==> config.mk <==
export PLATFORM = sky130hd
export DESIGN_NAME = rfpc_queue
export DESIGN_NICKNAME = d
export VERILOG_FILES = /design/src/design/rfpc_pkg.sv /design/src/design/rfpc_queue.sv
export SDC_FILE = /design/constraint.sdc
export NUM_CORES = 1
export LEC_CHECK = 0
export ABC_AREA = 1
export BUFFER_PORTS_ARGS = -buffer_cell sky130_fd_sc_hd__buf_2
export CAP_MARGIN = 40
export CORE_UTILIZATION = 50
export CTS_CLUSTER_SIZE = 12
export DETAILED_ROUTE_END_ITERATION = 7
export GPL_TIMING_DRIVEN = 1
export PLACE_DENSITY = 0.83
export SYNTH_ARGS = -nofsm -noshare
export SYNTH_HDL_FRONTEND = slang
export SYNTH_SLANG_ARGS = --single-unit
==> constraint.sdc <==
create_clock -name clk -period 2.2 [get_ports clk]
set_input_delay 0.11 -clock clk [delete_from_list [all_inputs] [get_ports clk]]
set_output_delay 0.11 -clock clk [all_outputs]
set_load 0.01 [all_outputs]
==> src/design/rfpc_pkg.sv <==
// Shared types, codes and a helper function for the RFB pixel format converter.
package rfpc_pkg;

	localparam int QUEUE_DEPTH = 2;
	localparam int QPTR_W = $clog2(QUEUE_DEPTH);
	localparam int QCNT_W = $clog2(QUEUE_DEPTH + 1);

	typedef enum logic [1:0] {
		MODE_PALETTE  = 2'd0,
		MODE_RGB565   = 2'd1,
		MODE_XRGB8888 = 2'd2
	} src_mode_t;

	typedef enum logic {
		ACT_CONVERT   = 1'b0,
		ACT_PAL_WRITE = 1'b1
	} action_t;

	typedef enum logic [2:0] {
		CFG_SOURCE_MODE    = 3'd0,
		CFG_CLIENT_BYTES   = 3'd1,
		CFG_CHANNEL_WIDTHS = 3'd2,
		CFG_RED_POSITION   = 3'd3,
		CFG_GREEN_POSITION = 3'd4,
		CFG_BLUE_POSITION  = 3'd5,
		CFG_CLIENT_BIG_END = 3'd6,
		CFG_SWAP_SOURCE    = 3'd7
	} cfg_reg_t;

	localparam int CFG_DATA_W = 12;

	typedef struct packed {
		src_mode_t   source_mode;
		logic [2:0]  client_bytes;
		logic [11:0] channel_widths;
		logic [4:0]  red_position;
		logic [4:0]  green_position;
		logic [4:0]  blue_position;
		logic        client_big_endian;
		logic        swap_source;
	} cfg_t;

	typedef struct packed {
		logic       last;
		logic [7:0] red;
		logic [7:0] green;
		logic [7:0] blue;
	} item_t;

	typedef struct packed {
		logic full;
		logic empty;
	} q_status_t;

	function automatic logic [7:0] cut_channel(input logic [7:0] v, input logic [3:0] w);
		logic [3:0] w_c;
		w_c = (w > 4'd8) ? 4'd8 : w;
		if (w_c == 4'd0) begin
			return 8'd0;
		end
		return v >> (4'd8 - w_c);
	endfunction

endpackage

==> src/design/rfpc_queue.sv <==
// Short queue of decoded pixels between front and back end.
module rfpc_queue (
	input  logic                  clk,
	input  logic                  arst_n,
	input  logic                  push,
	input  rfpc_pkg::item_t       push_item,
	input  logic                  pop,
	output rfpc_pkg::item_t       head,
	output rfpc_pkg::q_status_t   status
);

	rfpc_pkg::item_t                 entries_q [rfpc_pkg::QUEUE_DEPTH];
	logic [rfpc_pkg::QPTR_W-1:0]     wr_ptr_q;
	logic [rfpc_pkg::QPTR_W-1:0]     rd_ptr_q;
	logic [rfpc_pkg::QCNT_W-1:0]     count_q;

	assign head         = entries_q[rd_ptr_q];
	assign status.full  = (count_q == rfpc_pkg::QCNT_W'(rfpc_pkg::QUEUE_DEPTH));
	assign status.empty = (count_q == '0);

	always_ff @(posedge clk) begin
		if (push) begin
			entries_q[wr_ptr_q] <= push_item;
		end
	end

	always_ff @(posedge clk or negedge arst_n) begin
		if (!arst_n) begin
			wr_ptr_q <= '0;
			rd_ptr_q <= '0;
			count_q  <= '0;
		end else begin
			if (push) begin
				wr_ptr_q <= wr_ptr_q + 1'b1;
			end
			if (pop) begin
				rd_ptr_q <= rd_ptr_q + 1'b1;
			end
			case ({push, pop})
				2'b10:   count_q <= count_q + 1'b1;
				2'b01:   count_q <= count_q - 1'b1;
				default: count_q <= count_q;
			endcase
		end
	end

endmodule

* After elaboration in Yosys (flattened, before gate mapping) *
Memories as Yosys holds them, arrays and structs flattened.
Index checks and enable logic that the tools add are counted.

operators by class
  multiplexer cells = 3
  reductions and logical operators = 2
  $add $sub $neg = 4
  eq/ne operators = 3

operator list
  operator                                              number
  equality test 2 bit (second input constant)           2
  one-hot mux 2 bit (2 select lines)                    1
  adder 1 bit (second input constant)                   2
  adder 2 x 1 -> 2 bit (second input constant)          1
  equality test 2 x 1 -> 1 bit (second input constant)  1
  logical NOT 2 bit                                     1
  two-way mux 1 bit                                     2
  nonzero test 2 bit                                    1
  subtractor 2 x 1 -> 2 bit (second input constant)     1

word-level totals
  output and inout bits = 27
  input bits = 29
  word-level logic and storage cells = 16
  register bits = 4
  RAM bits = 50
  memories kept = 1

memory list
  name       depth  bits a word  rd ports  clocked after memory_dff  write ports  RTL line          text
  entries_q  2      25           1         0                         1            rfpc_queue.sv:12  rfpc_pkg::item_t entries_q [rfpc_pkg::QUEUE_DEPTH];

* Logic depth before layout (Yosys ltp) *
  depth after elaboration = 2
  gate-level depth with buffers = 7
  depth with buffers taken out = 7

* Least setup slack after synthesis *
No wires, ideal clock.

  kind = flip-flop to flip-flop
  from = register wr_ptr_q
  to = memory entries_q[0][0] in the netlist's numbering, enable pin
  arrival = 1476 ps
  slack = 317 ps
  path buffers = 0
  library setup time = 407 ps
  cell stages (with the launch flop) = 2
  required time = 1793 ps
  period minus slack after synthesis = 1883 ps
  path through = dfrtp_1 > nor2_1

RTL lines
  item                    RTL line          text
  start, declared         rfpc_queue.sv:13  logic [rfpc_pkg::QPTR_W-1:0] wr_ptr_q;
  start signal, assigned  rfpc_queue.sv:34  wr_ptr_q <= wr_ptr_q + 1'b1;
  end, declared           rfpc_queue.sv:12

No word-level cell before the write port.

==> out/metrics.cfg <==
[run_status]
status = completed

[placement]
post-dp-hpwl_mm = 2.116
place.gp.congestion = 0.6943
pre_cts_ws_ps = 846.0
dp_cells = 257
numPortBuffers = 55

[worst_setup_path]
crit_fanout = 40
slowest_stage = dfrtp_2
worstPathCellList = buf_12 > nand2_1 > o21ai_2 > buf_2
crit_arrival_ps = 1440
r2r_slack_ps = 860
end_kind = output port
path_class = flop to output port
worstSetupStartpointType = flop
path_delay_family = flip-flops
max_stage_delay_ps = 540
required_ps = 2090
critPathBufInv = 2

[timing]
timing.final.hold_violations = 0
drv_slew = 0
finalCriticalPeriod_ps = 1549
slew_headroom_pct = 77.95
fin_tns_setup_ps = 0
fin_ws_ps = 651.4
fin_skew_ps = 6.663
worst_pin_slew_ps = 330.7
setup_viol = 0
rsz0062_at_grt = false
fin_crit_sh_pct = 70.39
fmax_mhz = 645.7

[floorplan]
core_area_um2 = 4115
pin_count = 56
rows = 23
die_w_um = 68.40
chipHeight_um = 68.40
dieArea_um2 = 4679
start_util_pct = 53.57

[synth]
synth_top_family_by_area = compound AO/OA/AOI/OAI gates
syn_area_um2 = 2205
synth_flop_cell = edfxtp_1
synthMuxAreaShare_pct = 0
netlist_top_cells_area = edfxtp_1 (68%), o21ai_2 (9.9%), inv_1 (5.3%), nand2_1 (5.1%), dfrtp_1 (4.5%)
synthCells = 155
synth_compound_area_share_pct = 9.932
synth-simple-area-share_pct = 6.129
syn_nets = 185
ys_ff_latch = 54
yosys_warnings = 0
synth_edf_count = 50
avgSynthCellArea_um2 = 14.22
synth_xor_area_share_pct = 1.192
yosysMostFrequentCell = edfxtp_1
synth_fa_ha_area_share_pct = 0.5675
synth-seq-area-share_pct = 72.64
postSynth.asyncResetShare_pct = 7.407
yosys.cell_types.count = 13
synth_top_area_cell = edfxtp_1
synth_top_cells_by_count = edfxtp_1 (50), inv_1 (31), nand2_1 (30)
synth_top_area_share_pct = 68.10

[global_routing]
busiest_layer = met2
grt_pass1_wl_mm = 4.774
antenna_found_initial = 0
grt-ovfl-total = 0
grt_use_total_pct = 15.02
grt_pass1_vias = 1104
grt_start_max_net_pins = 41
met3_usage_pct = 6.500
use_met1_pct = 16.74
use_met2_pct = 25.00

[pwr]
p_leak_nw = 1.247
powerDensity_nw_per_um2 = 1122
ir_drop_uv = 584.2
power_mw = 3.198

[detailed_routing]
first_pass_iters = 4
vias = 1297
route.detailed.drc = 0
vias_per_cell = 4.472
wl_per_cell_um = 11.10
wirelength_mm = 3.219
antenna_left = 0
drt_iter0_drc = 64

[clock_network]
post-cts-setup-buffers = 0
clock_latency_ps = 300
cts_inserted_buffers = 5
clockBufferDepth = 2
cts_tree = done
root_buffer = clkbuf_8
cts_max_level = 2
clkSinkCount = 54
ctsResizeCount = 0
postCtsHoldBufs = 21
clkSlewWorstSetupHoldPaths_ps = 80

[layout]
drive_gt1_share_pct = 37.92
nFillCells = 293
n_antenna_cell = 0
syn2layout_area_growth_pct = 29.28
fin_nets = 270
final_cells = 290

[run]
drv_cap = 0

[min_path]
hold_class = input port to flop

## flip-flops by register name (all words and copies together), names as in the netlist
signal / count
wr_ptr_q: 1
count_q: 2
entries_q: 50
rd_ptr_q: 1
## cell type report
type,instances,area [um^2],share of cell area (%)
flip-flops and latches,54,1603,56.23
inverters,31,116.4,4.083
multi-input cells,64,395.4,13.87
well taps,50,62.56,2.195
clock buffers,5,68.82,2.414
clock inverters,2,33.78,1.185
repair buffers,84,570.5,20.02
## stage by stage
step / hold slack [ps] / cell area, um^2 / util, %
final: 14.00 / 2850 / 69.26
after global routing: 2.104 / 2850 / 69.26
after CTS: 0.7535 / 2800 / 68.05
after detailed placement: -78.41 / 2487 / 60.44
after global placement: -77.28 / 2487 / 60.44
after floorplan: -185.6 / 2205 / -
## worst paths after layout
| kind | cells after the start | start | endpoint |
|---|---|---|---|
| hold reg to reg | 1 | wr_ptr_q | wr_ptr_q |
| setup reg to reg | 3 | wr_ptr_q | entries_q[1][24] |
| max in group asynchronous | 2 | arst_n | rd_ptr_q |
| min in group asynchronous | 2 | arst_n | count_q[0] |
| hold / removal | 2 | pop | rd_ptr_q |
| setup / recovery | 4 | rd_ptr_q | head[15] |
## layer usage
metal | vias to the layer above | part of all wire (%)
met5 | - | 0
met4 | 0 | 0.78
met3 | 4 | 5.2
met2 | 34 | 50
met1 | 569 | 44
li1 | 690 | -
## cells by family after synthesis
logic type               after synthesis
AND/OR/NAND/NOR                       35
adder cells (fa/ha/maj)                1
XOR/XNOR                               3
flip-flops                            54
buffers and inverters                 37
AO/OA/AOI/OAI                         25
## placed cells by master (no fill, tap or decap)
cell type,n
nand3_1,1
buf_12,1
nor2_2,1
dfrtp_1,3
xor2_1,2
ha_1,1
o21ai_2,25
dfrtp_2,1
edfxtp_1,50
clkbuf_8,5
dlygate4sd3_1,26
inv_1,31
buf_4,2
bufinv_16,1
xnor2_1,1
nand4_1,1
nand2_1,30
clkinv_1,1
nor2_1,2
buf_2,55
## where the power goes
part           leakage [nW]  total (mW)  internal, mW  switching [mW]
clock network        0.0517       0.612         0.329           0.284
logic                 0.680        1.11         0.460           0.646
registers             0.515        1.48          1.37           0.109
total                  1.25        3.20          2.16            1.04
Power figures use the tool's default switching activity.
