[src/design/rfpc_pkg.sv]
// Shared types, codes and a helper function for the RFB pixel format converter.
package rfpc_pkg;

	localparam int QUEUE_DEPTH = 2;
	localparam int QPTR_W = $clog2(QUEUE_DEPTH);
	localparam int QCNT_W = $clog2(QUEUE_DEPTH + 1);

	typedef enum logic [1:0] {
		MODE_PALETTE  = 2'd0,
		MODE_RGB565   = 2'd1,
		MODE_XRGB8888 = 2'd2
	} src_mode_t;

	typedef enum logic {
		ACT_CONVERT   = 1'b0,
		ACT_PAL_WRITE = 1'b1
	} action_t;

	typedef enum logic [2:0] {
		CFG_SOURCE_MODE    = 3'd0,
		CFG_CLIENT_BYTES   = 3'd1,
		CFG_CHANNEL_WIDTHS = 3'd2,
		CFG_RED_POSITION   = 3'd3,
		CFG_GREEN_POSITION = 3'd4,
		CFG_BLUE_POSITION  = 3'd5,
		CFG_CLIENT_BIG_END = 3'd6,
		CFG_SWAP_SOURCE    = 3'd7
	} cfg_reg_t;

	localparam int CFG_DATA_W = 12;

	typedef struct packed {
		src_mode_t   source_mode;
		logic [2:0]  client_bytes;
		logic [11:0] channel_widths;
		logic [4:0]  red_position;
		logic [4:0]  green_position;
		logic [4:0]  blue_position;
		logic        client_big_endian;
		logic        swap_source;
	} cfg_t;

	typedef struct packed {
		logic       last;
		logic [7:0] red;
		logic [7:0] green;
		logic [7:0] blue;
	} item_t;

	typedef struct packed {
		logic full;
		logic empty;
	} q_status_t;

	function automatic logic [7:0] cut_channel(input logic [7:0] v, input logic [3:0] w);
		logic [3:0] w_c;
		w_c = (w > 4'd8) ? 4'd8 : w;
		if (w_c == 4'd0) begin
			return 8'd0;
		end
		return v >> (4'd8 - w_c);
	endfunction

endpackage

[src/design/rfpc_if.sv]


interface rfpc_out_if;
	logic        valid;
	logic        ready;
	logic [31:0] wire_bytes;
	logic [2:0]  byte_count;
	logic        last_out;

	modport source(output valid, wire_bytes, byte_count, last_out, input ready);
	modport sink(input valid, wire_bytes, byte_count, last_out, output ready);
endinterface

[src/design/rfpc_back.sv]
// Back end: cuts and places channels, orders client bytes and holds the output beat.
module rfpc_back (
	input  logic                clk,
	input  logic                arst_n,
	input  rfpc_pkg::cfg_t      cfg,
	input  rfpc_pkg::item_t     head,
	input  logic                empty,
	output logic                pop,
	rfpc_out_if.source          pix_out
);

	logic        valid_q;
	logic [31:0] wire_bytes_q;
	logic [2:0]  byte_count_q;
	logic        last_q;
	logic [31:0] wire_d;
	logic [2:0]  n_d;

	assign pop                = !empty && (!valid_q || pix_out.ready);
	assign pix_out.valid      = valid_q;
	assign pix_out.wire_bytes = wire_bytes_q;
	assign pix_out.byte_count = byte_count_q;
	assign pix_out.last_out   = last_q;

	always_comb begin
		logic [7:0]  r;
		logic [7:0]  g;
		logic [7:0]  b;
		logic [31:0] pixel;
		logic [1:0]  from;
		r = rfpc_pkg::cut_channel(head.red, cfg.channel_widths[11:8]);
		g = rfpc_pkg::cut_channel(head.green, cfg.channel_widths[7:4]);
		b = rfpc_pkg::cut_channel(head.blue, cfg.channel_widths[3:0]);
		pixel = (32'(r) << cfg.red_position) | (32'(g) << cfg.green_position) |
			(32'(b) << cfg.blue_position);
		if (cfg.client_bytes == 3'd0) begin
			n_d = 3'd1;
		end else if (cfg.client_bytes > 3'd4) begin
			n_d = 3'd4;
		end else begin
			n_d = cfg.client_bytes;
		end
		wire_d = 32'd0;
		for (int k = 0; k < 4; k++) begin
			from = cfg.client_big_endian ? 2'(n_d - 3'd1 - 3'(k)) : 2'(k);
			if (3'(k) < n_d) begin
				wire_d[8*k +: 8] = pixel[8*from +: 8];
			end
		end
	end

	always_ff @(posedge clk) begin
		if (pop) begin
			wire_bytes_q <= wire_d;
			byte_count_q <= n_d;
			last_q       <= head.last;
		end
	end

	always_ff @(posedge clk or negedge arst_n) begin
		if (!arst_n) begin
			valid_q <= 1'b0;
		end else if (!valid_q || pix_out.ready) begin
			valid_q <= pop;
		end
	end

endmodule

[src/flat_wrapper.sv]
// flat-port wrapper written by rule: the top's interface ports become plain ports
module rfpc_back_flat 
  (clk, arst_n, cfg, head, empty, pop, pix_out_valid, pix_out_wire_bytes, pix_out_byte_count, pix_out_last_out, pix_out_ready);
  rfpc_out_if pix_out_i ();
  input  logic clk;
  input  logic arst_n;
  input  rfpc_pkg::cfg_t cfg;
  input  rfpc_pkg::item_t head;
  input  logic empty;
  output logic pop;
  output wire logic [$bits(pix_out_i.valid)-1:0] pix_out_valid;
  output wire logic [$bits(pix_out_i.wire_bytes)-1:0] pix_out_wire_bytes;
  output wire logic [$bits(pix_out_i.byte_count)-1:0] pix_out_byte_count;
  output wire logic [$bits(pix_out_i.last_out)-1:0] pix_out_last_out;
  input wire logic [$bits(pix_out_i.ready)-1:0] pix_out_ready;
  assign pix_out_valid = pix_out_i.valid;
  assign pix_out_wire_bytes = pix_out_i.wire_bytes;
  assign pix_out_byte_count = pix_out_i.byte_count;
  assign pix_out_last_out = pix_out_i.last_out;
  assign pix_out_i.ready = pix_out_ready;
  rfpc_back u_core (.clk(clk), .arst_n(arst_n), .cfg(cfg), .head(head), .empty(empty), .pop(pop), .pix_out(pix_out_i));
endmodule
[config.mk]
export PLATFORM = sky130hd
export DESIGN_NAME = rfpc_back_flat
export DESIGN_NICKNAME = d
export VERILOG_FILES = /design/src/design/rfpc_pkg.sv /design/src/design/rfpc_if.sv /design/src/design/rfpc_back.sv /design/src/flat_wrapper.sv
export SDC_FILE = /design/constraint.sdc
export NUM_CORES = 1
export LEC_CHECK = 0
export BUFFER_PORTS_ARGS = -buffer_cell sky130_fd_sc_hd__buf_2
export CAP_MARGIN = 15
export CORE_AREA = 2 2 140 142
export CTS_CLUSTER_SIZE = 12
export DETAILED_ROUTE_END_ITERATION = 8
export DIE_AREA = 0 0 142 144
export SETUP_SLACK_MARGIN = 0.15
export SYNTH_ARGS = -nofsm -noshare
export SYNTH_HDL_FRONTEND = slang
export SYNTH_SLANG_ARGS = --single-unit
[constraint.sdc]
create_clock -name clk -period 3.04 [get_ports clk]
set_clock_uncertainty 0.2 [all_clocks]
set_input_delay 0.304 -clock clk [delete_from_list [all_inputs] [get_ports clk]]
set_output_delay 0.304 -clock clk [all_outputs]
set_load 0.005 [all_outputs]
# After elaboration in Yosys (flattened, before gate mapping)
# Index checks and enable logic that the tools add are counted.
# classes
n_addsub	7
n_lt_le_gt_ge	8
muxes	18
reduce_logical	8
bitwise_logic	2
shift	10
# ops
operator	n
variable part select 32 x 6 -> 8 bit	4
left shift 8 x 5 -> 32 bit	3
bitwise OR 32 bit	2
two-way mux 8 bit	6
>> shifter 8 x 4 -> 8 bit	3
greater-than comparator 4 bit (second input constant)	3
logical NOT 4 bit	3
two-way mux 4 bit	3
subtractor 4 bit (first input constant)	3
two-way mux 2 bit	4
less-than comparator 1 x 3 -> 1 bit (first input constant)	2
less-than comparator 2 x 3 -> 1 bit (first input constant)	2
two-way mux 3 bit	2
subtractor 2 x 1 -> 2 bit (second input constant)	2
subtractor 2 bit (second input constant)	2
greater-than comparator 3 bit (second input constant)	1
logical NOT 3 bit	1
two-way mux 1 bit	3
logical NOT 1 bit	2
logical AND 1 bit	1
logical OR 1 bit	1
# totals
reg_bits	37
inputBits	63

# Longest topological paths before layout
# logic_depth
word_depth	9
depth_mapped	15
ltp_nobuf	12

# Least setup slack after synthesis
# OpenSTA, ideal clock, no wires.
# synth_timing
kind	input port to flip-flop
start	in cfg[28] in the netlist's numbering
end	reg u_core.wire_bytes_q[4], in the netlist u_core.pix_out.wire_bytes[4] (data pin)
path_slack_ps	-780
path_buffers	3
setup_ps	272
t_arrival_ps	3348
path_stages	14
cell_sequence	buf_2 -> nor2b_1 -> buf_4 -> inv_2 -> ha_1 -> buf_2 -> mux2_2 -> mux2_4 -> mux2i_4 -> o221ai_2 -> nand3_1 -> o31ai_1 -> a2111o_1 -> mux4_2
# synth_via
elab_chain_cells	9
word_cells_on_any_way	11
cone_classes	add/sub: 1; order compare: 1; shift: 3; mux: 3; bitwise: 2; reduce/logical: 1
# synth_rtl
element	line	rtl
start: declaration	flat_wrapper.sv:7	input rfpc_pkg::cfg_t cfg;
greater-than comparator 4 bit	rfpc_pkg.sv:57	w_c = (w > 4'd8) ? 4'd8 : w;
two-way mux 4 bit (*)	rfpc_pkg.sv:57	
subtractor 4 bit or logical NOT 4 bit (tied branches)	rfpc_pkg.sv:61, rfpc_pkg.sv:58	
>> shifter 8 x 4 -> 8 bit or two-way mux 1 bit (tied branches)	rfpc_pkg.sv:61, rfpc_pkg.sv:58	
two-way mux 8 bit (*)	rfpc_pkg.sv:61	return v >> (4'd8 - w_c);
left shift 8 x 5 -> 32 bit (*)	rfpc_back.sv:34	pixel = (32'(r) << cfg.red_position) | (32'(g) << cfg.green_position) |
bitwise OR 32 bit (*) (2 in a row)	rfpc_back.sv:34	
variable part select 32 x 6 -> 8 bit (*)	rfpc_back.sv:47	wire_d[8*k +: 8] = pixel[8*from +: 8];
end signal: assignment	rfpc_back.sv:54	wire_bytes_q <= wire_d;
end: declaration	rfpc_back.sv:13	logic [31:0] wire_bytes_q;
# Every way passes the cells marked *; elsewhere a longest branch is shown, timed or not.
# A chain may end at the register's enable or synchronous reset.

# Final worst setup path
# layout_timing
start	in cfg[28] in the netlist's numbering
end	reg u_core.wire_bytes_q[16], in the netlist u_core.pix_out.wire_bytes[16] (data pin)
# Same word-level chain as after synthesis.

==> flow_metrics.tcl <==
set metrics [dict create \
    status "finished, violations left" \
    violations "negative setup slack" \
    fin_crit_sh_pct 114 \
    placementRows 51 \
    worst_setup_path_end_kind "flop" \
    cts_tree "yes" \
    synth_cell_type_count 104 \
    path_clk_slew_ns 0.05 \
    grt_remaining_overflow 0 \
    leakage_nw 3.83 \
    numClockSinks 37 \
    met2_length_um 11100 \
    num_vias 7361 \
    start_util_pct 30.2 \
    post-route-util_pct 48.7 \
    whs_ns 0.00803 \
    rsz0062_at_grt "true" \
    mostFrequentLayoutCells "buf_4, buf_2, nand2_1" \
    grt_usage_pct 22.3 \
    route.top_layer_used "met5" \
    drcViolationCount 0 \
    dieArea_mm2 0.0204 \
    worst_slack_ns -0.420 \
    clock_latency_ns 0.27 \
    drive_gt1_share_pct 49.8 \
    synth_area_mm2 0.00577 \
    synth_warnings 0 \
    nFillCells 1770 \
    total_power_mw 2.86 \
    reg2regPathDepth 2 \
    async_flop_share_pct 2.70 \
    slew_headroom_pct 38.7 \
    crit_required_ns 2.86 \
    arrival_ns 3.28 \
    crit_path_end "u_core.pix_out.wire_bytes[16]" \
    path_class "in -> reg" \
    core_area_mm2 0.0191 \
    synth_seq_cells 37 \
    postSynthAreaPerCell_um2 7.70 \
    hold_viol 0 \
    min_path_type "in -> reg" \
    pre_cts_slack_ns -0.884 \
    worstSetupStartpoint "cfg[28]" \
    place_area_mm2 0.00799 \
    final_common_cell "buf_4" \
    area_delta_synth_final_pct 61.2 \
    drt_pass1_iterations 7 \
    grt_pass1_vias 7020 \
    dp_hpwl_um 18000 \
    wl_per_cell_um 18.5 \
    finalSetupViolCount 32 \
    drtAntennaViolNets 0 \
    die_w_um 142 \
    fin_crit_ns 3.46 \
    tns_ns -8.26 \
    place_congestion 1.01 \
    fin_area_mm2 0.00930 \
    start_kind "input port" \
    synth_top_area_cell "edfxtp_1" \
    drt-met1-wl_um 9850 \
    clk_root_buffer_cell "clkbuf_16" \
    power.density_mw_per_mm2 307 \
    avgViaCountPerCell 5.81 \
    cp_max_fo 7 \
    grt_pass1_wl_um 36800 \
    synth-edff-count 36 \
    cts_buffer_depth 2 \
    worst_r2r_endpoint "u_core.pix_out.byte_count[0]" \
    die-height_um 144 \
    drtIter0Drc 551 \
    worst_pin_slew_ns 0.917 \
    r2r_slack_ns 1.26 \
    ir_drop_mv 0.189 \
    syn-instance-count 749 \
    grt_max_degree 29 \
    synth_flop_cell "edfxtp_1" \
    final_cells 1266 \
    r2r-start "u_core.pix_out.valid" \
    place.port_buffers 97 \
    wirelength_um 23400 \
    syn-num-nets 816 \
    finish.net_count 1094 \
    dpl.cell_count 1229 \
    slew_viol_final 0 \
    min_from "head[24]" \
    htree_levels 2 \
    synthTopCellsByArea "edfxtp_1, nand2_1, nor2_1" \
    numCtsBuffers 5 \
    synth_top_area_share_pct 18.7 \
    max_freq_mhz 289 \
    yosysSeqAreaShare_pct 19.2 \
    drv_cap 0 \
    antenna_found_initial 3 \
    ios 101 \
    diodes 0 \
    wl_met3_um 1710 \
]
-- cell usage after synthesis, types with 4 or more instances --
cell type,n
mux2i_1,25
o22ai_1,24
a2bb2oi_1,6
or3_1,9
nor4_1,4
nand2_1,76
o2bb2ai_1,8
a22o_1,5
nand3_1,19
a211o_1,8
edfxtp_1,36
and3_1,5
a22oi_1,9
o31ai_1,4
inv_1,27
o211ai_1,11
o21ai_0,28
mux4_2,7
a221o_1,5
or2_2,6
nor3b_1,7
clkbuf_1,34
a31oi_1,7
nor2_1,73
o211a_1,4
and2_1,9
a21o_1,9
o21a_1,6
ha_1,4
nor3_1,25
nand2b_1,21
a211oi_1,19
mux2_2,10
o21bai_1,6
nand3b_1,4
nor2b_1,10
o221ai_1,8
o32ai_1,9
a221oi_1,12
a21oi_1,43
buf_2,9
-- flip-flops by register name, indices dropped and copies added, names as in the netlist --
register                   cells
u_core.pix_out.wire_bytes     32
u_core.pix_out.last_out        1
u_core.pix_out.valid           1
u_core.pix_out.byte_count      3
-- worst min-delay path by stage --
| stage | end | depth (start not counted) | slack, ns |
|---|---|---|---|
| 2_1_floorplan | u_core.pix_out.valid | 0 | -0.19 |
| 3_5_place_dp | u_core.pix_out.valid | 1 | -0.12 |
| 6_report | u_core.pix_out.last_out | 1 | 0.008 |
| 3_3_place_gp | u_core.pix_out.valid | 1 | -0.12 |
| 5_1_grt | u_core.pix_out.last_out | 1 | 0.002 |
| 4_1_cts | u_core.pix_out.last_out | 1 | 0.006 |
-- routing by layer --
metal,up-vias,track usage [%]
met1,3442,29.6
met3,59,2.98
met2,348,37.4
met4,2,7.58
met5,-,0
li1,3510,-
-- timing repair --
action | CTS | global route
endpoints found under the hold margin | 1 | 0
setup endpoints to repair | 32 | 32
gates resized for setup | 146 | 51
setup buffers | 19 | 9
hold buffers | 1 | 0
gates cloned | 0 | 0
pin swaps | 56 | 31
-- power by group --
part | leakage (nW) | internal [mW] | switching, mW
logic | 3.40 | 0.844 | 0.905
registers | 0.364 | 0.616 | 0.0102
clock network | 0.0706 | 0.300 | 0.183
total | 3.83 | 1.76 | 1.10
-- cell type report --
cell class	count	area, µm²	share of cell area [%]
repair buffers	321	2300	24.7
clock buffers	6	129	1.39
multi-input cells	631	5320	57.2
well taps	238	298	3.20
flip-flops and latches	37	1110	11.9
clock inverters	2	10.0	0.108
inverters	31	136	1.47
-- cell families after synthesis --
logic type               synth area share (%)
flip-flops                               19.2
multiplexers                             10.2
XOR/XNOR                                0.434
AND/OR/NAND/NOR                          26.0
AO/OA/AOI/OAI                            37.2
adder cells (fa/ha/maj)                  1.06
buffers and inverters                    5.90
-- critical path, stage by stage --
cell,delay (ns)
buf_8,0.10
buf_6,0.10
nand2b_4,0.14
ha_4,0.34
mux2_4,0.32
mux2_4,0.28
mux2i_4,0.24
o221ai_4,0.18
a311oi_2,0.33
nor3_1,0.10
or4_4,0.56
o21ai_2,0.18
nand2_1,0.09
No activity file was read; power rests on OpenSTA's default activity.
